--- src/uule_pkg.sv ---
// Shared types, constants and the character mapping of the uuencode line encoder.
`default_nettype none

package uule_pkg;

    localparam int CNT_W  = 6;   // byte count of one line
    localparam int CHAR_W = 7;   // ASCII character

    localparam logic [CHAR_W-1:0] CHAR_BIAS = 7'd32;
    localparam logic [CHAR_W-1:0] BACKQUOTE = 7'd96;
    localparam logic [CHAR_W-1:0] NEWLINE   = 7'd10;

    typedef enum logic [2:0] {
        ST_IDLE,
        ST_LEN,
        ST_C0,
        ST_C1,
        ST_C2,
        ST_C3,
        ST_NL
    } uule_state_t;

    // six bits plus bias; zero goes out as backquote when enabled
    function automatic logic [CHAR_W-1:0] map_char(input logic [5:0] six,
                                                  input logic       zbq);
        logic [CHAR_W-1:0] c;
        c = {1'b0, six} + CHAR_BIAS;
        if (six == 6'd0 && zbq) begin
            c = BACKQUOTE;
        end
        return c;
    endfunction

endpackage

`default_nettype wire

--- src/uuencode_line_encoder.sv ---
// Top level of the uuencode line encoder: line store sequencing and output register.
//
// Raw bytes arrive one per transfer on the s_ side and are written into a line
// store RAM, one byte per cycle while the block is idle. When the line holds
// LINE_BYTES bytes, or the byte comes with s_tlast set, the block stops taking
// input and sends the line on the m_ side: a length character (count + 32),
// four characters per group of three bytes (6 bits + 32 each, a short last
// group padded with zeros), and a newline (10) flagged with m_tlast. The burst
// rate of one character per cycle while m_tready is high is kept with the
// single read port of the line store: three reads for each group of four
// characters, with each read issued one slot ahead of the character that
// needs it. Reads and writes never overlap, since the store is only written
// while idle. The cfg_* channel sets zero_as_backquote (reset 1): when 1, any
// character of value 32 goes out as a backquote. Write it only between lines.
`default_nettype none

module uuencode_line_encoder #(
    parameter int LINE_BYTES = 45
) (
    input  wire logic       aclk,
    input  wire logic       aresetn,
    // input stream
    input  wire logic       s_tvalid,
    output logic            s_tready,
    input  wire logic [7:0] s_tdata,   // [7:0] data_byte
    input  wire logic       s_tlast,   // final_byte
    // encoded character stream
    output logic            m_tvalid,
    input  wire logic       m_tready,
    output logic      [7:0] m_tdata,   // [6:0] out_char, [7] zero
    output logic            m_tlast,   // end_of_line
    // mode register write
    input  wire logic       cfg_valid,
    output logic            cfg_ready,
    input  wire logic       cfg_data   // zero_as_backquote
);

    import uule_pkg::*;

    localparam int ADDR_W = (LINE_BYTES > 1) ? $clog2(LINE_BYTES) : 1;
    localparam int IDX_W  = CNT_W + 1;   // room for index + 3 past the count

    // state
    uule_state_t        state_reg, state_next;
    logic [CNT_W-1:0]   cnt_reg, cnt_next;
    logic [IDX_W-1:0]   idx_reg, idx_next;
    logic [1:0]         b0_lo_reg, b0_lo_next;
    logic [3:0]         b1_lo_reg, b1_lo_next;
    logic [5:0]         b2_lo_reg, b2_lo_next;
    logic               zbq_reg;

    // output register
    logic               m_valid_reg, m_valid_next;
    logic [CHAR_W-1:0]  m_char_reg, m_char_next;
    logic               m_last_reg, m_last_next;

    // RAM side
    logic               rd_req;
    logic [IDX_W-1:0]   rd_idx;
    logic               rd_en;
    logic [ADDR_W-1:0]  rd_addr;
    logic [7:0]         rd_data;
    logic               wr_en;
    logic [ADDR_W-1:0]  wr_addr;

    logic               in_xfer;
    logic               out_free;
    logic [CNT_W-1:0]   cnt_inc;
    logic [IDX_W-1:0]   cnt_ext;
    logic [IDX_W-1:0]   idx_p1, idx_p2, idx_p3;
    logic [7:0]         byte_cur;

    assign s_tready  = (state_reg == ST_IDLE);
    assign cfg_ready = 1'b1;
    assign m_tvalid  = m_valid_reg;
    assign m_tdata   = {1'b0, m_char_reg};
    assign m_tlast   = m_last_reg;

    assign in_xfer  = s_tvalid && s_tready;
    assign out_free = !m_valid_reg || m_tready;
    assign cnt_inc  = cnt_reg + CNT_W'(1);
    assign cnt_ext  = {1'b0, cnt_reg};
    assign idx_p1   = idx_reg + IDX_W'(1);
    assign idx_p2   = idx_reg + IDX_W'(2);
    assign idx_p3   = idx_reg + IDX_W'(3);

    assign wr_en   = in_xfer;
    assign wr_addr = cnt_reg[ADDR_W-1:0];

    // no read past the bytes held; a skipped read reads as a zero pad byte
    assign rd_en   = rd_req && (rd_idx < cnt_ext);
    assign rd_addr = rd_idx[ADDR_W-1:0];

    uule_line_ram #(
        .DEPTH  (LINE_BYTES),
        .ADDR_W (ADDR_W)
    ) u_ram (
        .aclk  (aclk),
        .we    (wr_en),
        .waddr (wr_addr),
        .wdata (s_tdata),
        .re    (rd_en),
        .raddr (rd_addr),
        .rdata (rd_data)
    );

    // byte for the slot of the current state, zero past the count
    always_comb begin
        byte_cur = 8'd0;
        case (state_reg)
            ST_C0:   if (idx_reg < cnt_ext) byte_cur = rd_data;
            ST_C1:   if (idx_p1 < cnt_ext) byte_cur = rd_data;
            ST_C2:   if (idx_p2 < cnt_ext) byte_cur = rd_data;
            default: byte_cur = 8'd0;
        endcase
    end

    always_ff @(posedge aclk) begin
        if (!aresetn) begin
            state_reg   <= ST_IDLE;
            cnt_reg     <= '0;
            m_valid_reg <= 1'b0;
            zbq_reg     <= 1'b1;
        end else begin
            state_reg   <= state_next;
            cnt_reg     <= cnt_next;
            m_valid_reg <= m_valid_next;
            if (cfg_valid && cfg_ready) begin
                zbq_reg <= cfg_data;
            end
        end
    end

    always_ff @(posedge aclk) begin
        idx_reg    <= idx_next;
        b0_lo_reg  <= b0_lo_next;
        b1_lo_reg  <= b1_lo_next;
        b2_lo_reg  <= b2_lo_next;
        m_char_reg <= m_char_next;
        m_last_reg <= m_last_next;
    end

    always_comb begin
        state_next   = state_reg;
        cnt_next     = cnt_reg;
        idx_next     = idx_reg;
        b0_lo_next   = b0_lo_reg;
        b1_lo_next   = b1_lo_reg;
        b2_lo_next   = b2_lo_reg;
        m_valid_next = m_valid_reg && !m_tready;
        m_char_next  = m_char_reg;
        m_last_next  = m_last_reg;
        rd_req       = 1'b0;
        rd_idx       = idx_reg;

        case (state_reg)
            ST_IDLE: begin
                if (in_xfer) begin
                    cnt_next = cnt_inc;
                    if (cnt_inc == CNT_W'(LINE_BYTES) || s_tlast) begin
                        state_next = ST_LEN;
                    end
                end
            end
            ST_LEN: begin
                if (out_free) begin
                    m_valid_next = 1'b1;
                    m_char_next  = map_char(cnt_reg, zbq_reg);
                    m_last_next  = 1'b0;
                    idx_next     = '0;
                    rd_req       = 1'b1;
                    rd_idx       = '0;
                    state_next   = ST_C0;
                end
            end
            ST_C0: begin
                if (out_free) begin
                    m_valid_next = 1'b1;
                    m_char_next  = map_char(byte_cur[7:2], zbq_reg);
                    m_last_next  = 1'b0;
                    b0_lo_next   = byte_cur[1:0];
                    rd_req       = 1'b1;
                    rd_idx       = idx_p1;
                    state_next   = ST_C1;
                end
            end
            ST_C1: begin
                if (out_free) begin
                    m_valid_next = 1'b1;
                    m_char_next  = map_char({b0_lo_reg, byte_cur[7:4]}, zbq_reg);
                    m_last_next  = 1'b0;
                    b1_lo_next   = byte_cur[3:0];
                    rd_req       = 1'b1;
                    rd_idx       = idx_p2;
                    state_next   = ST_C2;
                end
            end
            ST_C2: begin
                if (out_free) begin
                    m_valid_next = 1'b1;
                    m_char_next  = map_char({b1_lo_reg, byte_cur[7:6]}, zbq_reg);
                    m_last_next  = 1'b0;
                    b2_lo_next   = byte_cur[5:0];
                    state_next   = ST_C3;
                end
            end
            ST_C3: begin
                if (out_free) begin
                    m_valid_next = 1'b1;
                    m_char_next  = map_char(b2_lo_reg, zbq_reg);
                    m_last_next  = 1'b0;
                    idx_next     = idx_p3;
                    if (idx_p3 < cnt_ext) begin
                        rd_req     = 1'b1;
                        rd_idx     = idx_p3;
                        state_next = ST_C0;
                    end else begin
                        state_next = ST_NL;
                    end
                end
            end
            ST_NL: begin
                if (out_free) begin
                    m_valid_next = 1'b1;
                    m_char_next  = NEWLINE;
                    m_last_next  = 1'b1;
                    cnt_next     = '0;
                    state_next   = ST_IDLE;
                end
            end
            default: begin
                state_next = ST_IDLE;
            end
        endcase
    end

    // a full line always flushes, so an idle count stays below the line size
    a_idle_count: assert property (@(posedge aclk) disable iff (!aresetn)
        state_reg == ST_IDLE |-> cnt_reg < CNT_W'(LINE_BYTES))
        else $error("line count reached line size while idle");

    // the newline transfer empties the line and returns to idle
    a_nl_clears: assert property (@(posedge aclk) disable iff (!aresetn)
        (state_reg == ST_NL && out_free) |=> (cnt_reg == '0 && state_reg == ST_IDLE))
        else $error("newline did not clear the line");

    // only the newline carries the end-of-line flag
    a_eol_char: assert property (@(posedge aclk) disable iff (!aresetn)
        (m_valid_reg && m_last_reg) |-> m_char_reg == NEWLINE)
        else $error("end of line on a character other than newline");

    // store reads stay within the written part of the line
    a_rd_range: assert property (@(posedge aclk) disable iff (!aresetn)
        rd_en |-> (rd_idx < cnt_ext && state_reg != ST_IDLE))
        else $error("line store read outside the held bytes");

endmodule

`default_nettype wire

--- src/uule_line_ram.sv ---
// Line store: one write port, one read port, registered read data.
`default_nettype none

module uule_line_ram #(
    parameter int DEPTH  = 45,
    parameter int ADDR_W = 6
) (
    input  wire logic              aclk,
    input  wire logic              we,
    input  wire logic [ADDR_W-1:0] waddr,
    input  wire logic [7:0]        wdata,
    input  wire logic              re,
    input  wire logic [ADDR_W-1:0] raddr,
    output logic      [7:0]        rdata
);

    logic [7:0] mem [DEPTH];

    always_ff @(posedge aclk) begin
        if (we) begin
            mem[waddr] <= wdata;
        end
    end

    always_ff @(posedge aclk) begin
        if (re) begin
            rdata <= mem[raddr];
        end
    end

endmodule

`default_nettype wire
--- config.mk ---
export PLATFORM = sky130hd
export DESIGN_NAME = uuencode_line_encoder
export DESIGN_NICKNAME = d
export VERILOG_FILES = /design/src/uule_pkg.sv /design/src/uuencode_line_encoder.sv /design/src/uule_line_ram.sv
export SDC_FILE = /design/constraint.sdc
export NUM_CORES = 1
export LEC_CHECK = 0
export ABC_CLOCK_PERIOD_IN_PS = 8100
export BUFFER_PORTS_ARGS = -buffer_cell sky130_fd_sc_hd__clkbuf_2
export CAP_MARGIN = 20
export CORE_ASPECT_RATIO = 1.2
export CORE_MARGIN = 3
export CORE_UTILIZATION = 40
export CTS_BUF_LIST = sky130_fd_sc_hd__clkbuf_16
export DETAILED_ROUTE_END_ITERATION = 7
export SETUP_SLACK_MARGIN = 0.5
export SLEW_MARGIN = 5
export SYNTH_ARGS = -nofsm -noshare
export SYNTH_HDL_FRONTEND = slang
export SYNTH_HIERARCHICAL = 1
export SYNTH_SLANG_ARGS = --single-unit
--- constraint.sdc ---
create_clock -name aclk -period 8.1 [get_ports aclk]
set_clock_uncertainty 0.15 [all_clocks]
set_input_delay 0.81 -clock aclk [delete_from_list [all_inputs] [get_ports aclk]]
set_output_delay 0.81 -clock aclk [all_outputs]
set_load 0.01 [all_outputs]
=== Word level (Yosys, flattened, before mapping) ===
Memory sizes are Yosys's and may differ from the RTL's. A register that Yosys moved wholly into a read port is not among the register bits.
Cells that the tools add are included.

* Bits in writable memories: 360
* Bits in registers: 38
* Memories: 1
* Output and inout port bits: 12
* Logic and storage cells: 122

{| class="wikitable"
|+ Memories
! memory !! words !! width !! read ports !! clocked after Yosys merged registers in !! wr ports !! line !! text
|-
| u_ram.mem || 45 || 8 || 1 || 1 || 1 || uule_line_ram.sv:17 || <nowiki>logic [7:0] mem [DEPTH];</nowiki>
|}

* Order comparisons: 5
* Reductions and logical operators: 33
* Add/sub/neg operators: 9
* Mux-type cells: 48
* Equality and inequality tests: 16

{| class="wikitable"
|+ Operators with widths
! kind !! count
|-
| $mux W7 || 17
|-
| $pmux W7 S6 || 1
|-
| $add A6 B6 Y7 const B || 5
|-
| $lt A7 B6 Y1 || 5
|-
| $logic_not A6 Y1 || 5
|-
| $pmux W7 S4 || 1
|-
| $mux W3 || 9
|-
| $mux W8 || 3
|-
| $pmux W8 S3 || 1
|-
| $pmux W3 S7 || 1
|-
| $add A7 B2 Y7 const B || 2
|-
| $pmux W7 S2 || 1
|-
| $mux W6 || 2
|-
| $ne A2 B2 Y1 const B || 6
|-
| $pmux W6 S2 || 1
|-
| $eq A3 B3 Y1 const B || 3
|-
| $mux W1 || 9
|-
| $logic_and A1 B1 Y1 || 8
|-
| $reduce_and A2 Y1 || 4
|-
| $reduce_and A8 Y1 || 1
|-
| $add A7 B1 Y7 const B || 1
|-
| $reduce_and A7 Y1 || 1
|-
| $add A6 B1 Y6 const B || 1
|-
| $eq A3 B2 Y1 const B || 2
|-
| 13 further kinds || 21
|}

=== Logic depth before layout (Yosys ltp) ===
* Depth after elaboration: 9
* Mapped depth: 19
* Gate-level depth less buffers: 17

=== Modules after synthesis ===
The synthesis kept the hierarchy.

{| class="wikitable"
|+ Modules (own cells, without submodules)
! module !! times used !! sequential area each (um2) !! area each (um2) !! cells an instance
|-
| uule_line_ram || 1 || 11,050.6 || 14,581.5 || 756
|-
| uuencode_line_encoder || 1 || 1,031.0 || 3,238.1 || 371
|}

=== Worst setup path after synthesis ===
Ideal clock, no wire load.

* Kind: reg2reg
* Start: register idx_reg[0]
* End: register u_ram.rdata[0] (read register of u_ram.mem), enable pin
* Setup slack: 3,278 ps
* Path buffers: 1
* Stages on the path, launching flop included: 18
* Period minus slack after synthesis: 4,822 ps
* Arrival time: 4,284 ps
* Cells stage by stage: edfxtp_1 buf_2 inv_1 ha_1 nand3b_1 xnor2_1 ha_1 a21o_1 a211oi_1 nand3_1 nor2_1 o21ai_1 a221o_1 ha_1 a21o_1 a2111oi_0 nand3_1 a221oi_1

* Longest elaborated chain between the ends: 7
* Elaborated cells between the ends (all ways): 15
* Those cells by class: 3 x add/sub; 2 x order compare; 9 x mux; 1 x reduce/logical

{| class="wikitable"
|+ RTL lines
! item !! line !! text
|-
| start, declared || uuencode_line_encoder.sv:46 || <nowiki>logic [IDX_W-1:0] idx_reg, idx_next;</nowiki>
|-
| start signal, assigned || uuencode_line_encoder.sv:135 || <nowiki>idx_reg <= idx_next;</nowiki>
|-
| $add A7 B2 Y7 || uuencode_line_encoder.sv:85 || <nowiki>assign idx_p3 = idx_reg + IDX_W'(3);</nowiki>
|-
| $lt A7 B6 Y1 || uuencode_line_encoder.sv:213 || <nowiki>if (idx_p3 < cnt_ext) begin</nowiki>
|-
| $mux W7 || uuencode_line_encoder.sv:213 ||
|-
| $mux W7 || uuencode_line_encoder.sv:208 || <nowiki>if (out_free) begin</nowiki>
|-
| $pmux W7 S4 (*) || uuencode_line_encoder.sv:156 || <nowiki>case (state_reg)</nowiki>
|-
| net rd_idx[3] || uuencode_line_encoder.sv:59 || <nowiki>logic [IDX_W-1:0] rd_idx;</nowiki>
|-
| $lt A7 B6 Y1 (*) || uuencode_line_encoder.sv:91 || <nowiki>assign rd_en = rd_req && (rd_idx < cnt_ext);</nowiki>
|-
| $logic_and A1 B1 Y1 (*) || uuencode_line_encoder.sv:91 ||
|-
| net rd_en || uuencode_line_encoder.sv:60 || <nowiki>logic rd_en;</nowiki>
|-
| end, declared || uule_line_ram.sv:14 || <nowiki>output logic [7:0] rdata</nowiki>
|}

Mark *: on every way through the listed nets, which the timed path passes. The rest lies on a longest branch.
A chain may end at the register's enable or synchronous reset.

=== Final worst setup path ===
* Start: register idx_reg[0]
* End: register u_ram.rdata[3] (read register of u_ram.mem), enable pin

The elaborated chain is that of the path after synthesis.

==> impl_metrics.csv <==
group,metric,value,unit
logic_synthesis,synth_nets,1176,
sta,setup_violations,0,
pwr,seqPwrFrac,44.9,%
clocking,ctsHtreeMaxLevel,2,
floorplan,die_area,47130,um2
clocking,cts_sinks,406,
setup_path,slowest_delay,0.57,ns
clocking,clockBufferDepth,3,
final_layout,largest-register,"u_ram/mem",
pwr,powerDensity,272.3,nW/um2
sta,fmax,173.5,MHz
setup_path,path_common_cell,"ha_1",
setup_path,crit_arrival,5.86,ns
logic_synthesis,synth_cell_types,70,
final_layout,layout-drive-gt1-share,11.84,%
sta,finalHoldViolCount,0,
clocking,cts_tree,"done",
setup_path,r2r_slack,2.34,ns
placed_design,io_buffers,24,
global_routing,track_usage,17.83,%
global_routing,grt_pass1_wl,64.00,mm
hold_path,hold_path.class,"input port to register",
route,wl_per_cell,24.24,um
clocking,postCtsHoldBufs,0,
sta,rsz0062_at_grt,"no",
pwr,pwr-share-comb,22.3,%
setup_path,startpoint_type,"register",
final_layout,num_antenna_cells,0,
route,first_pass_iters,5,
setup_path,crit_path_top_delay_cell,"edfxtp_1",
floorplan,die_h,237.2,um
sta,fin_crit_sh,71.15,%
global_routing,antenna_found_initial,0,
clocking,cts_setup_buffers,0,
final_layout,largestRegisters,"u_ram/mem x360, u_ram/rdata x8",
pwr,p_switching,1534,uW
pwr,p_sw_share,28.70,%
pwr,leakagePower,0.006537,uW
route,initialDrtViolationCount,853,
final_layout,instances_no_fill,1733,
placed_design,place_inst,1661,
sta,min_period,5.763,ns
sta,tightest_slew,1.094,ns
route,vias,10020,
final_layout,fin_nets,1195,
route,ant_nets,0,
logic_synthesis,syn_avg_cell_area,15.81,um2
pwr,p_clk_share,32.7,%
sta,relSlewSlack,27.06,%
floorplan,initial_core_util,40.56,%
setup_path,end_kind,"register",
route,via_per_inst,5.780,
setup_path,cp_max_fo,13,
logic_synthesis,synth-seq-cells,406,
setup_path,crit_chain,"inv_1 > ha_1 > nand3b_1 > xnor2_1 > ha_1 > a21o_1 > a211oi_1 > nand3_1 > nor2_1 > o21ai_1 > a221o_1 > ha_1 > a21o_1 > a2111oi_0 > nand3_1 > a221oi_1 > buf_2",
pwr,total_power,5346,uW
logic_synthesis,synth_top_cell_area_share,66.56,%
setup_path,critical_path_class,"register to register",
final_layout,layout_commonest_cell,"edfxtp_1",
clocking,path_clk_slew,0.07,ns
global_routing,first_global_vias,10090,
final_layout,final_cell_mix,"edfxtp_1, mux2i_1, nor2_1, nand2_1, clkbuf_16",
clocking,cts_resized,0,
final_layout,largest_register_ff_count,360,
sta,maxSlewViolCount,0,
sta,fin_ws,2.337,ns
final_layout,area_delta_synth_final,10.18,%
floorplan,coreArea,43930,um2
logic_synthesis,syn_inst,1127,
pwr,max-vdd-ir-drop,0.0001496,V
outcome,status,"complete, no violations",
logic_synthesis,synth_top_area_cell,"edfxtp_1",
logic_synthesis,netlist_area,17820,um2
pwr,p_int,3812,uW
global_routing,grt_overflow_total,0,
logic_synthesis,async_reset_ff_share,0,%
clocking,worst_skew_pair.late_latency,0.55,ns
route,drc,0,
logic_synthesis,yosysWarnings,6,
flow_run,drv_cap,0,
logic_synthesis,synth-edff-count,395,
logic_synthesis,ys_seq_area_share,67.80,%
floorplan,ios,27,
logic_synthesis,synth_top_cells_by_area,"edfxtp_1, mux2i_1, mux4_2",
setup_path,required,8.20,ns
floorplan,die_x,198.7,um
floorplan,core.rowCount,84,
clocking,cts_buffers,41,
global_routing,grt_max_degree,101,
clocking,root_buffer,"clkbuf_16",
placed_design,dpl_worst_slack,2.059,ns
route,wl,42.00,mm
logic_synthesis,ys.flop_type,"edfxtp_1",
placed_design,place_hpwl,26.62,mm
placed_design,place.gp.congestion,0.8716,
sta,finalSetupTns,0,ns
[power by group through the flow]
stage / clock network (uW) / registers [uW] / logic (uW)
2_1_floorplan: 0 / 2430 / 888
3_3_place_gp: 0 / 2450 / 1180
3_5_place_dp: 0 / 2450 / 1190
4_1_cts: 1790 / 2400 / 1190
5_1_grt: 1870 / 2410 / 1280
6_report: 1750 / 2400 / 1190
[through the flow]
stage	utilization (%)	hold slack [ns]	cell area (um2)
6_report	44.69	0.3325	19630
5_1_grt	44.69	0.3346	19630
4_1_cts	44.68	0.3209	19630
3_5_place_dp	41.87	0.4624	18390
3_3_place_gp	41.87	0.4676	18390
2_1_floorplan	-	0.3496	17820
[synth_stat cells, drive strengths merged (3+ instances only)]
library cell,n
a2111oi,3
a211oi,3
a21o,8
a21oi,39
a221o,3
a221oi,20
a22o,17
a22oi,39
a31oi,6
and2,6
buf,38
clkbuf,26
dfxtp,11
edfxtp,395
ha,34
inv,19
mux2i,133
mux4,32
nand2,44
nand2b,11
nand3,22
nand3b,5
nand4,6
nor2,73
nor2b,19
nor3,10
o211ai,4
o21a,3
o21ai,28
o22ai,12
o41ai,8
or3,4
xnor2,12
xor2,5
[cell type report]
cell class / count / area, um2
clock buffers: 42 / 1051
clock inverters: 29 / 183.9
fillers: 3862 / 24300
inverters: 19 / 71.32
multi-input cells: 638 / 5296
flip-flops and latches: 406 / 12080
well taps: 559 / 699.4
repair buffers: 40 / 250.2
[per-layer routing]
| metal | track usage, % | wire [um] | up-vias | part of all wire [%] |
|---|---|---|---|---|
| met5 | 0 | 0 | - | 0 |
| met4 | 5.198 | 1051 | 0 | 2.5 |
| met3 | 2.552 | 2091 | 75 | 5.0 |
| met2 | 29.48 | 20720 | 289 | 49 |
| met1 | 24.74 | 18140 | 5152 | 43 |
| li1 | - | - | 4501 | - |
[path summary, 6_finish.rpt]
check	from	endpoint	depth (start not counted)
worst max register to register	idx_reg[0]	u_ram/rdata[3]	17
worst min-delay path	cfg_data	zbq_reg	3
worst max-delay path	idx_reg[0]	u_ram/rdata[3]	17
worst min register to register	cnt_reg[4]	cnt_reg[4]	1
[logic make-up (layout without fill, tap and decap cells)]
group | after synthesis | count (layout) | share of synthesized area [%]
XOR/XNOR | 17 | 17 | 0.8355
buffers and inverters | 83 | 130 | 2.675
flip-flops | 406 | 406 | 67.80
AO/OA/AOI/OAI | 207 | 207 | 8.665
other | 2 | 2 | 0.04214
AND/OR/NAND/NOR | 212 | 212 | 5.765
adder cells (fa/ha/maj) | 34 | 34 | 2.387
multiplexers | 166 | 166 | 11.83
[worst max-delay path, delay by kind of cell (launching register included)]
family | cells | cell delay [ns]
AO/OA/AOI/OAI | 7 | 2.20
flip-flops | 1 | 0.57
XOR/XNOR | 1 | 0.20
adder cells (fa/ha/maj) | 3 | 0.88
AND/OR/NAND/NOR | 4 | 0.98
buffers and inverters | 2 | 0.45
No activity file was read; power rests on OpenSTA's default activity.
